### config.mk
export PLATFORM = sky130hd
export DESIGN_NAME = gps_time_to_calendar_core
export DESIGN_NICKNAME = d
export VERILOG_FILES = /design/src/gttc_pkg.sv /design/src/gttc_day_split.sv /design/src/gttc_date.sv /design/src/gttc_clock.sv /design/src/gps_time_to_calendar_core.sv
export SDC_FILE = /design/constraint.sdc
export NUM_CORES = 2
export LEC_CHECK = 0
export BUFFER_PORTS_ARGS = -buffer_cell sky130_fd_sc_hd__buf_2
export CAP_MARGIN = 40
export CORE_ASPECT_RATIO = 0.75
export CORE_MARGIN = 2
export CORE_UTILIZATION = 60
export CTS_BUF_LIST = sky130_fd_sc_hd__clkbuf_8
export DETAILED_ROUTE_END_ITERATION = 16
export GPL_TIMING_DRIVEN = 1
export PLACE_DENSITY = 0.75
export SYNTH_ARGS = -nofsm -noshare
export SYNTH_HDL_FRONTEND = slang
export SYNTH_HIERARCHICAL = 1
export SYNTH_SLANG_ARGS = --single-unit
### constraint.sdc
create_clock -name clk_i -period 20 [get_ports clk_i]
set_clock_uncertainty 0.1 [all_clocks]
set_input_delay 2 -clock clk_i [delete_from_list [all_inputs] [get_ports clk_i]]
set_output_delay 2 -clock clk_i [all_outputs]
set_load 0.1 [all_outputs]
### src/gttc_pkg.sv
// ----------------------------------------------------------------------------
// GPS time to calendar package
// Item types, arithmetic constants and small tables shared by the pipeline.
// ----------------------------------------------------------------------------
package gttc_pkg;

  localparam int NumStages = 10;

  typedef struct packed {
    logic [15:0] week_number;
    logic [31:0] ms_of_week;
  } in_t;

  typedef struct packed {
    logic [11:0] year_out;
    logic [3:0]  month_out;
    logic [4:0]  day_out;
    logic [4:0]  hour_out;
    logic [5:0]  minute_out;
    logic [15:0] ms_of_minute;
  } out_t;

  typedef struct packed {
    logic [15:0] week;
    logic [5:0]  days;
    logic [26:0] ms_day;
  } split_t;

  localparam logic [26:0] MsPerDay     = 27'd86400000;
  localparam logic [21:0] MsPerHour    = 22'd3600000;
  localparam logic [15:0] MsPerMinute  = 16'd60000;
  localparam logic [11:0] DayRecip     = 12'd3181;
  localparam logic [9:0]  HourRecip    = 10'd596;
  localparam logic [11:0] MinuteRecip  = 12'd2236;
  localparam logic [19:0] CycleRecip   = 20'd734924;
  localparam logic [10:0] DaysPerCycle = 11'd1461;
  localparam logic [8:0]  DaysPerYear  = 9'd365;
  localparam logic [14:0] EpochOffset  = 15'd28859;
  localparam logic [10:0] BaseYear     = 11'd1901;

  function automatic logic [8:0] month_start(input logic leap, input logic [3:0] idx);
    logic [8:0] base;
    unique case (idx)
      4'd0:    base = 9'd0;
      4'd1:    base = 9'd31;
      4'd2:    base = 9'd59;
      4'd3:    base = 9'd90;
      4'd4:    base = 9'd120;
      4'd5:    base = 9'd151;
      4'd6:    base = 9'd181;
      4'd7:    base = 9'd212;
      4'd8:    base = 9'd243;
      4'd9:    base = 9'd273;
      4'd10:   base = 9'd304;
      4'd11:   base = 9'd334;
      4'd12:   base = 9'd365;
      default: base = 9'd0;
    endcase
    return base + ((leap && (idx >= 4'd2)) ? 9'd1 : 9'd0);
  endfunction

  function automatic logic [3:0] month_guess(input logic [8:0] yday);
    logic [10:0] yday4;
    logic [3:0]  g;
    yday4 = {yday, 2'b00};
    g = 4'd0;
    for (int k = 1; k <= 11; k++) begin
      if (yday4 >= 11'(125 * k)) begin
        g = g + 4'd1;
      end
    end
    return g;
  endfunction

endpackage

### src/gttc_day_split.sv
// ----------------------------------------------------------------------------
// GPS time to calendar: day split
// Splits the millisecond count into whole days and milliseconds of the day.
// ----------------------------------------------------------------------------
module gttc_day_split (
  input  logic                              clk_i,
  input  logic [gttc_pkg::NumStages-1:0]    en_i,
  input  gttc_pkg::in_t                     in_i,
  output gttc_pkg::split_t                  split_o
);
  import gttc_pkg::*;

  logic [33:0] est_prod;
  logic [5:0]  est_d, est0_q, est1_q;
  logic [31:0] ms0_q, ms1_q;
  logic [15:0] wk0_q, wk1_q;
  logic [31:0] prod_d, prod_q;
  logic [31:0] diff;
  logic [27:0] over;
  logic        ge;
  split_t      split_d, split_q;

  always_comb begin
    est_prod = 34'(in_i.ms_of_week[31:10]) * 34'(DayRecip);
    est_d    = est_prod[33:28];
    prod_d   = 32'(est0_q) * 32'(MsPerDay);
    diff     = ms1_q - prod_q;
    over     = diff[27:0] - 28'(MsPerDay);
    ge       = diff[27:0] >= 28'(MsPerDay);
    split_d.week   = wk1_q;
    split_d.days   = est1_q + 6'(ge);
    split_d.ms_day = ge ? over[26:0] : diff[26:0];
  end

  always_ff @(posedge clk_i) begin
    if (en_i[0]) begin
      est0_q <= est_d;
      ms0_q  <= in_i.ms_of_week;
      wk0_q  <= in_i.week_number;
    end
    if (en_i[1]) begin
      prod_q <= prod_d;
      est1_q <= est0_q;
      ms1_q  <= ms0_q;
      wk1_q  <= wk0_q;
    end
    if (en_i[2]) begin
      split_q <= split_d;
    end
  end

  assign split_o = split_q;

endmodule

### src/gttc_date.sv
// ----------------------------------------------------------------------------
// GPS time to calendar: date
// Turns the day count into year, month and day of month.
// ----------------------------------------------------------------------------
module gttc_date (
  input  logic                           clk_i,
  input  logic [gttc_pkg::NumStages-1:0] en_i,
  input  gttc_pkg::split_t               split_i,
  output logic [11:0]                    year_o,
  output logic [3:0]                     month_o,
  output logic [4:0]                     day_o
);
  import gttc_pkg::*;

  logic [18:0] since_d, since3_q, since4_q, since5_q;
  logic [38:0] cyc_prod;
  logic [8:0]  cest_d, cest4_q, cest5_q;
  logic [18:0] cprod_d, cprod_q;
  logic [11:0] dl0;
  logic        cge;
  logic [8:0]  cyc_d, cyc_q;
  logic [10:0] dl_d, dl_q;
  logic [1:0]  dyears;
  logic [8:0]  yday_d, yday7_q, yday8_q;
  logic [11:0] year_d, year7_q, year8_q, year9_q;
  logic        leap7_q, leap8_q;
  logic [3:0]  guess_d, guess_q;
  logic        more;
  logic [3:0]  month_d, month_q;
  logic [8:0]  day_full;
  logic [4:0]  day_q;

  always_comb begin
    since_d  = 19'(split_i.week) * 19'd7 + 19'(split_i.days) + 19'(EpochOffset);
    cyc_prod = 39'(since3_q) * 39'(CycleRecip);
    cest_d   = cyc_prod[38:30];
    cprod_d  = 19'(cest4_q) * 19'(DaysPerCycle);
    dl0      = 12'(since5_q - cprod_q);
    cge      = dl0 >= 12'(DaysPerCycle);
    cyc_d    = cest5_q + 9'(cge);
    dl_d     = cge ? 11'(dl0 - 12'(DaysPerCycle)) : dl0[10:0];
    dyears   = 2'(dl_q >= 11'd365) + 2'(dl_q >= 11'd730) + 2'(dl_q >= 11'd1095);
    yday_d   = 9'(dl_q - 11'(dyears) * 11'(DaysPerYear) + 11'd1);
    year_d   = 12'(BaseYear) + {1'b0, cyc_q, 2'b00} + 12'(dyears);
    guess_d  = month_guess(yday7_q);
    more     = yday8_q > month_start(leap8_q, guess_q + 4'd1);
    month_d  = guess_q + 4'(more) + 4'd1;
    day_full = yday8_q - month_start(leap8_q, guess_q + 4'(more));
  end

  always_ff @(posedge clk_i) begin
    if (en_i[3]) begin
      since3_q <= since_d;
    end
    if (en_i[4]) begin
      cest4_q  <= cest_d;
      since4_q <= since3_q;
    end
    if (en_i[5]) begin
      cprod_q  <= cprod_d;
      cest5_q  <= cest4_q;
      since5_q <= since4_q;
    end
    if (en_i[6]) begin
      cyc_q <= cyc_d;
      dl_q  <= dl_d;
    end
    if (en_i[7]) begin
      yday7_q <= yday_d;
      year7_q <= year_d;
      leap7_q <= (dyears == 2'd3);
    end
    if (en_i[8]) begin
      guess_q <= guess_d;
      yday8_q <= yday7_q;
      year8_q <= year7_q;
      leap8_q <= leap7_q;
    end
    if (en_i[9]) begin
      month_q <= month_d;
      day_q   <= day_full[4:0];
      year9_q <= year8_q;
    end
  end

  assign year_o  = year9_q;
  assign month_o = month_q;
  assign day_o   = day_q;

endmodule

### src/gttc_clock.sv
// ----------------------------------------------------------------------------
// GPS time to calendar: time of day
// Splits milliseconds of the day into hour, minute and milliseconds.
// ----------------------------------------------------------------------------
module gttc_clock (
  input  logic                           clk_i,
  input  logic [gttc_pkg::NumStages-1:0] en_i,
  input  logic [26:0]                    ms_day_i,
  output logic [4:0]                     hour_o,
  output logic [5:0]                     minute_o,
  output logic [15:0]                    msm_o
);
  import gttc_pkg::*;

  logic [29:0] hour_prod;
  logic [4:0]  hest_d, hest3_q, hest4_q;
  logic [26:0] msd3_q, msd4_q;
  logic [26:0] hprod_d, hprod_q;
  logic [26:0] rem0;
  logic        hge;
  logic [4:0]  hour_d, hour5_q, hour6_q, hour7_q, hour8_q, hour9_q;
  logic [21:0] rem_d, rem5_q, rem6_q, rem7_q;
  logic [28:0] min_prod;
  logic [5:0]  mest_d, mest6_q, mest7_q, mest8_q;
  logic [21:0] mprod_d, mprod_q;
  logic [21:0] msm0_full;
  logic [16:0] msm0_q;
  logic        mge;
  logic [16:0] msm_sub;
  logic [5:0]  minute_q;
  logic [15:0] msm_q;

  always_comb begin
    hour_prod = 30'(ms_day_i[26:7]) * 30'(HourRecip);
    hest_d    = hour_prod[28:24];
    hprod_d   = 27'(hest3_q) * 27'(MsPerHour);
    rem0      = msd4_q - hprod_q;
    hge       = rem0[22:0] >= 23'(MsPerHour);
    hour_d    = hest4_q + 5'(hge);
    rem_d     = hge ? 22'(rem0[22:0] - 23'(MsPerHour)) : rem0[21:0];
    min_prod  = 29'(rem5_q[21:5]) * 29'(MinuteRecip);
    mest_d    = min_prod[27:22];
    mprod_d   = 22'(mest6_q) * 22'(MsPerMinute);
    msm0_full = rem7_q - mprod_q;
    mge       = msm0_q >= 17'(MsPerMinute);
    msm_sub   = msm0_q - 17'(MsPerMinute);
  end

  always_ff @(posedge clk_i) begin
    if (en_i[3]) begin
      hest3_q <= hest_d;
      msd3_q  <= ms_day_i;
    end
    if (en_i[4]) begin
      hprod_q <= hprod_d;
      hest4_q <= hest3_q;
      msd4_q  <= msd3_q;
    end
    if (en_i[5]) begin
      hour5_q <= hour_d;
      rem5_q  <= rem_d;
    end
    if (en_i[6]) begin
      mest6_q <= mest_d;
      rem6_q  <= rem5_q;
      hour6_q <= hour5_q;
    end
    if (en_i[7]) begin
      mprod_q <= mprod_d;
      mest7_q <= mest6_q;
      rem7_q  <= rem6_q;
      hour7_q <= hour6_q;
    end
    if (en_i[8]) begin
      msm0_q  <= msm0_full[16:0];
      mest8_q <= mest7_q;
      hour8_q <= hour7_q;
    end
    if (en_i[9]) begin
      minute_q <= mest8_q + 6'(mge);
      msm_q    <= mge ? msm_sub[15:0] : msm0_q[15:0];
      hour9_q  <= hour8_q;
    end
  end

  assign hour_o   = hour9_q;
  assign minute_o = minute_q;
  assign msm_o    = msm_q;

endmodule

### src/gps_time_to_calendar_core.sv
// The pipeline has ten register stages.
// Throughput: one item per cycle unless the output stalls; each of the ten stages holds its own item.
// Each stage moves on whenever the stage after it is empty or moving, so bubbles
// are squeezed out while the output is stalled.
// Reset clears the stage valid bits only; the data registers are not reset.
// ----------------------------------------------------------------------------
// GPS time to calendar core
// Converts GPS week and milliseconds of week into calendar date and time.
// ----------------------------------------------------------------------------
module gps_time_to_calendar_core (
  input  logic           clk_i,
  input  logic           rst_ni,
  input  logic           in_valid_i,
  output logic           in_stall_o,
  input  gttc_pkg::in_t  in_data_i,
  output logic           out_valid_o,
  input  logic           out_stall_i,
  output gttc_pkg::out_t out_data_o
);
  import gttc_pkg::*;

  logic [NumStages-1:0] valid_d, valid_q;
  logic [NumStages-1:0] ready;
  split_t               split;
  logic [11:0]          year;
  logic [3:0]           month;
  logic [4:0]           day;
  logic [4:0]           hour;
  logic [5:0]           minute;
  logic [15:0]          msm;

  always_comb begin
    ready[NumStages-1] = !valid_q[NumStages-1] || !out_stall_i;
    for (int i = NumStages - 2; i >= 0; i--) begin
      ready[i] = !valid_q[i] || ready[i+1];
    end
    valid_d = {valid_q[NumStages-2:0], in_valid_i};
  end

  always_ff @(posedge clk_i or negedge rst_ni) begin
    if (!rst_ni) begin
      valid_q <= '0;
    end else begin
      for (int i = 0; i < NumStages; i++) begin
        if (ready[i]) begin
          valid_q[i] <= valid_d[i];
        end
      end
    end
  end

  gttc_day_split u_day_split (
    .clk_i   (clk_i),
    .en_i    (ready),
    .in_i    (in_data_i),
    .split_o (split)
  );

  gttc_date u_date (
    .clk_i   (clk_i),
    .en_i    (ready),
    .split_i (split),
    .year_o  (year),
    .month_o (month),
    .day_o   (day)
  );

  gttc_clock u_clock (
    .clk_i    (clk_i),
    .en_i     (ready),
    .ms_day_i (split.ms_day),
    .hour_o   (hour),
    .minute_o (minute),
    .msm_o    (msm)
  );

  always_comb begin
    out_data_o.year_out     = year;
    out_data_o.month_out    = month;
    out_data_o.day_out      = day;
    out_data_o.hour_out     = hour;
    out_data_o.minute_out   = minute;
    out_data_o.ms_of_minute = msm;
  end

  assign in_stall_o  = !ready[0];
  assign out_valid_o = valid_q[NumStages-1];

endmodule

# Word level (Yosys, flattened, before mapping)
# Memory sizes are Yosys's and may differ from the RTL's.
# Index checks and enable logic that the tools add are counted.
dict set report classes {
  add_sub_neg 36
  n_mul 10
  magnitude_cmp 21
  eq_ne 1
  muxes 17
  n_reduce_logical 24
}
# operator count
set ops {}
lappend ops {{>= comparator 11 x 10 -> 1 bit (second input constant)} 5}
lappend ops {{adder 4 x 1 -> 4 bit (second input constant)} 11}
lappend ops {{>= comparator 11 bit (second input constant)} 4}
lappend ops {{two-way mux 4 bit} 10}
lappend ops {{multiplier 19 x 18 -> 37 bit (second input constant)} 1}
lappend ops {{multiplier 22 x 12 -> 34 bit (second input constant)} 1}
lappend ops {{>= comparator 11 x 9 -> 1 bit (second input constant)} 3}
lappend ops {{>= comparator 28 x 27 -> 1 bit (second input constant)} 1}
lappend ops {{subtractor 28 bit} 1}
lappend ops {{multiplier 20 x 8 -> 27 bit (second input constant)} 1}
lappend ops {{two-way mux 27 bit} 1}
lappend ops {{subtractor 27 bit (second input constant)} 1}
lappend ops {{multiplier 17 x 10 -> 26 bit (second input constant)} 1}
lappend ops {{>= comparator 23 x 22 -> 1 bit (second input constant)} 1}
lappend ops {{subtractor 23 bit} 1}
lappend ops {{two-way mux 22 bit} 1}
lappend ops {{subtractor 22 bit (second input constant)} 1}
lappend ops {{adder 19 x 15 -> 19 bit (second input constant)} 1}
lappend ops {{adder 19 x 6 -> 19 bit} 1}
lappend ops {{multiplier 16 x 3 -> 19 bit (second input constant)} 1}
lappend ops {{multiplier 6 x 17 -> 18 bit (second input constant)} 1}
lappend ops {{>= comparator 17 x 16 -> 1 bit (second input constant)} 1}
lappend ops {{subtractor 17 bit} 1}
lappend ops {{multiplier 5 x 15 -> 16 bit (second input constant)} 1}
lappend ops {{32 further kinds} 57}
dict set report word_totals {
  ff_bits 561
  rom_bits 288
  in_bits 52
  out_inout_bits 50
  wordCells 169
  mem_count 2
}
# name words word_bits read_ports rd_ports_with_merged_regs write_ports line_no
set mem_list {}
lappend mem_list {{(name not given)} 16 9 1 0 0 gttc_pkg.sv:43} ;# unique case (idx)
lappend mem_list {{(name not given)} 16 9 1 0 0 gttc_pkg.sv:43}

# Depth between registers and ports, before layout
dict set report logic_depth {
  ltp_word 22
  ltp_mapped 34
  mapped_depth_nobuf 33
}

# Modules after synthesis
# Netlist, hierarchy kept.
# module n_inst cells_per_inst area_per_inst_um2 seq_area_each_um2
set modules_own_cells {}
lappend modules_own_cells {gttc_date 1 1531 17103.9 4804.6}
lappend modules_own_cells {gttc_clock 1 1283 15701.3 6576.3}
lappend modules_own_cells {gttc_day_split 1 962 12166.7 4984.8}
lappend modules_own_cells {gps_time_to_calendar_core 1 39 432.9 250.2}

# Worst setup path before layout
# OpenSTA, ideal clock, no wires.
dict set report synth_path {
  path_kind {input-to-output}
  from {input port out_stall_i}
  to {output port in_stall_o}
  arrival_time_ps 4786
  t_required_ps 17900
  path_slack_ps 13114
  stages 3
  n_path_buf 0
  cell_sequence {and4_4 > inv_2 > nor3_1}
}
dict set report synth_between {
  elab_chain_len 12
}
# element line_no
set synth_rtl {}
lappend synth_rtl {{start: declaration} gps_time_to_calendar_core.sv:17} ;# input logic out_stall_i,
lappend synth_rtl {{logical NOT 1 bit} gps_time_to_calendar_core.sv:33} ;# ready[NumStages-1] = !valid_q[NumStages-1] || !out_stall_i;
lappend synth_rtl {{logical OR 1 bit} gps_time_to_calendar_core.sv:33}
lappend synth_rtl {{logical OR 1 bit (2 in a row)} gps_time_to_calendar_core.sv:35} ;# ready[i] = !valid_q[i] || ready[i+1];
lappend synth_rtl {{named net ready[7]} gps_time_to_calendar_core.sv:23} ;# logic [NumStages-1:0] ready;
lappend synth_rtl {{logical OR 1 bit (7 in a row)} gps_time_to_calendar_core.sv:35}
lappend synth_rtl {{logical NOT 1 bit} gps_time_to_calendar_core.sv:86} ;# assign in_stall_o = !ready[0];
lappend synth_rtl {{end: declaration} gps_time_to_calendar_core.sv:14} ;# output logic in_stall_o,
# The timed path passes the listed nets, and every way through them passes these cells.

# Worst setup path after layout
dict set report layout_path {
  from {register u_date.guess_q[0]}
  to {register u_date.day_q[4] (netlist: u_date/day_o[4]), data pin}
}
dict set report layout_between {
  elab_chain_len 12
  word_cells_on_any_way 14
  classes_between {5 x add/sub; 3 x order compare; 2 x mux; 2 x reduce/logical; 2 x memory}
}
# element line_no
set layout_rtl {}
lappend layout_rtl {{start: declaration} gttc_date.sv:27} ;# logic [3:0] guess_d, guess_q;
lappend layout_rtl {{start signal: assignment} gttc_date.sv:74} ;# guess_q <= guess_d;
lappend layout_rtl {{adder 4 x 1 -> 4 bit} gttc_date.sv:46} ;# more = yday8_q > month_start(leap8_q, guess_q + 4'd1);
lappend layout_rtl {{>= comparator 4 x 2 -> 1 bit} gttc_pkg.sv:59} ;# return base + ((leap && (idx >= 4'd2)) ? 9'd1 : 9'd0);
lappend layout_rtl {{logical AND 1 bit} gttc_pkg.sv:59}
lappend layout_rtl {{two-way mux 1 bit} gttc_pkg.sv:59}
lappend layout_rtl {{adder 9 bit} gttc_pkg.sv:59}
lappend layout_rtl {{greater-than comparator 9 bit} gttc_date.sv:46}
lappend layout_rtl {{adder 4 x 1 -> 4 bit *} gttc_date.sv:48} ;# day_full = yday8_q - month_start(leap8_q, guess_q + 4'(more));
lappend layout_rtl {{>= comparator 4 x 2 -> 1 bit} gttc_pkg.sv:59}
lappend layout_rtl {{logical AND 1 bit} gttc_pkg.sv:59}
lappend layout_rtl {{two-way mux 1 bit} gttc_pkg.sv:59}
lappend layout_rtl {{adder 5 bit *} gttc_pkg.sv:59}
lappend layout_rtl {{subtractor 5 bit *} gttc_date.sv:48}
lappend layout_rtl {{named net u_date.day_full[4]} gttc_date.sv:30} ;# logic [8:0] day_full;
lappend layout_rtl {{end signal: assignment} gttc_date.sv:81} ;# day_q <= day_full[4:0];
lappend layout_rtl {{end: declaration} gttc_date.sv:31} ;# logic [4:0] day_q;
# The timed path passes the listed nets; every way through them passes the cells marked *.
# A chain may end at the register's enable or synchronous reset.

==> reports/qor.yml <==
run_status:
  status: "finished clean"
route:
  via_count: 27000
  wl_um: 82600
  dr.first_iter.drc_count: 1656
  routed_via_density: 5.35
  drc: 0
  final_antenna_net_count: 0
  wl_per_cell_um: 16.4
  dr.pass1.iters: 6
clock_tree:
  clock_tree.htree_level_count: 3
  postCtsSetupBuffers: 0
  cts_tree: "yes"
  cts_root_buf: "clkbuf_8"
  cts_sinks: 555
  ctsHoldBuffers: 0
  cts_buffers: 88
  clk_latency_ps: 710
  cts-resized-gates: 0
  path_clk_slew_ps: 60
  cts_buffer_depth: 3
worst_hold_path:
  min_from: "u_day_split/split_o[3]"
  min_path_type: "flop to flop"
setup_path:
  r2r-end: "u_date/day_o[4]"
  r2r_slack_ps: 12730
  critPathRequiredTime_ps: 20360
  crit_slowest_cell: "xor2_1"
  timing.rr.start: "u_date/guess_q[0]"
  end_kind: "flop"
  reg2regPathDepth: 29
  worst-setup-path-type: "flop to flop"
  arrival_ps: 7630
  crit_family: "adder cells"
  critPathBufInv: 2
  critPathCapture: "u_date/day_o[4]"
  cpMostUsedCell: "ha_1"
  cp-start-kind: "flop"
  worst-path-max-fanout: 11
  cp.depth: 29
  critPathMaxStageDelay_ps: 670
  critical_path.startpoint: "u_date/guess_q[0]"
sta:
  setup_viol: 0
  grt_setup_unrepaired: "no"
  clock.fmax_mhz: 138
  period_share: 0.363
  fin_crit_ps: 7270
  fin_setup_tns_ps: 0
  hold_viol: 0
  maxSlewHeadroom: 0.437
  slew_violations: 0
  worst_slew_pin_slew_ps: 845
global_route:
  grt_max_degree: 65
  antenna_found_initial: 8
  grt_overflow: 0
  grt_pass1_vias: 27700
  grt_pass1_wl_um: 139000
  grt_util_all_layers: 0.222
yosys:
  async_flop_share: 0.0180
  yosysMostFrequentCell: "inv_1"
  synth_nets: 4976
  synth_top_area_share: 0.360
  synth_edf_count: 545
  synth-seq-cells: 555
  synth_top_cells_by_area: "edfxtp_1 36%, ha_1 20%, fa_1 17%, inv_1 6.9%, xnor2_1 3.2%"
  syn_area_mm2: 0.0454
  avgSynthCellArea_um2: 11.9
  yosys-top-cells-count: "834 x inv_1, 723 x ha_1, 545 x edfxtp_1"
  yosys.area.top_type: "edfxtp_1"
  synthFlopType: "edfxtp_1"
  ys_types: 110
  ys_warn_count: 6
  yosysSeqAreaShare: 0.366
  postSynthCellCount: 3815
placed_design:
  hpwl_um: 67000
  portBuffers: 101
  place_congestion: 0.902
cells_and_area:
  drive_gt1_frac: 0.0807
  num-nets-final: 5157
  syn_to_final_growth_pct: 7.94
floorplan:
  io_pins: 102
  initial_core_util: 0.605
  fp-row-count: 87
  die_h_um: 242
  dieArea_mm2: 0.0779
  coreArea_mm2: 0.0750
  dieWidth_um: 322
flow_run:
  cap_violations: 0
-- logic make-up (layout without fill, tap and decap cells) --
group           after synthesis  in the layout  share of synthesized area
xor+xnor                    246            246                     0.0494
fa+ha+maj                  1109           1109                      0.369
other cells                   0              3                          0
flops                       555            555                      0.366
mux                          14             14                    0.00328
simple gates                509            509                     0.0575
buf+inv                     859           1107                     0.0725
compound gates              523            523                     0.0819
-- worst reg2reg max path: cells and delay by family (launching register included) --
family,cells,cell delay (ps)
fa+ha+maj,7,2490
compound gates,11,1640
xor+xnor,4,1130
flops,1,480
simple gates,4,470
mux,1,420
buf+inv,2,310
-- per-stage QoR --
step	setup slack, ps	cell area (um^2)	hold WS, ps	cells	utilization
2_1_floorplan	13110	45400	300	3815	-
3_3_place_gp	12590	47100	301	4882	0.628
3_5_place_dp	12480	47100	305	4885	0.629
4_1_cts	12780	49000	295	5042	0.653
5_1_grt	12250	49000	302	5044	0.653
6_report	12730	49000	307	5045	0.653
-- per-layer routing --
metal / up-vias / track usage / share of wire
met5: - / 0 / 0.00077
met4: 10 / 0.0509 / 0.019
met3: 117 / 0.0460 / 0.063
met2: 586 / 0.334 / 0.43
met1: 12900 / 0.333 / 0.49
li1: 13400 / - / -
-- sequential cells by signal (all words and copies together), names as in the netlist, 10 cells and up --
register             flops
u_day_split/ms1_q       28
u_date/cprod_q          10
u_day_split/ms0_q       28
u_clock/mprod_q         11
u_day_split/wk1_q       16
u_day_split/split_o     49
u_day_split/wk0_q       16
u_clock/rem5_q          22
u_clock/rem6_q          17
u_date/since4_q         12
u_clock/hprod_q         14
u_clock/msm_o           16
u_date/since5_q         12
u_clock/msd4_q          23
u_date/year_o           12
u_clock/msd3_q          23
u_day_split/prod_q      17
valid_q                 10
u_clock/rem7_q          17
u_date/year7_q          12
u_date/year8_q          12
u_date/dl_q             11
u_clock/msm0_q          17
u_date/since3_q         19
-- final cells by class --
| type | instances | area [um^2] |
|---|---|---|
| sequential | 555 | 16600 |
| tap | 979 | 1220 |
| multi-input combinational | 2401 | 25500 |
| clock buffer | 93 | 1280 |
| antenna | 3 | 7.51 |
| fill | 5601 | 26000 |
| clock inverter | 64 | 584 |
| timing repair buffer | 115 | 643 |
| inverter | 835 | 3130 |
-- worst min path at each step --
stage          cells after the start  slack (ps)                 end
2_1_floorplan                      0         300  u_clock/hour6_q[0]
3_3_place_gp                       0         300   u_clock/hour_o[4]
3_5_place_dp                       0         300  u_clock/hour7_q[4]
4_1_cts                            0         290   u_clock/msd3_q[3]
5_1_grt                            0         300   u_clock/msd3_q[3]
6_report                           0         310   u_clock/msd3_q[3]
-- cells in the final DEF, fill, tap and decap left out, drive strengths merged, types with 8 or more instances in the layout --
cell     count
or2         19
clkbuf      93
and3        22
xor2        73
dfrtp       10
fa         386
buf        115
inv        864
o211ai      19
and2        13
bufinv      10
o2111ai      8
a211oi      27
nand2      103
o31a         9
nor3        45
nor2       129
a21o        61
and4         8
edfxtp     545
nor4        10
xnor2      172
or3         11
o21ai      100
o21a        33
nor2b       24
a21boi      12
o21bai      26
nand4       17
nand3       65
nand2b      20
o31ai       13
clkinv      25
a21oi      125
a31oi       22
ha         723
Power is not shown: default switching activity piles up to over one toggle a cycle in this logic, so the estimate is an artifact.
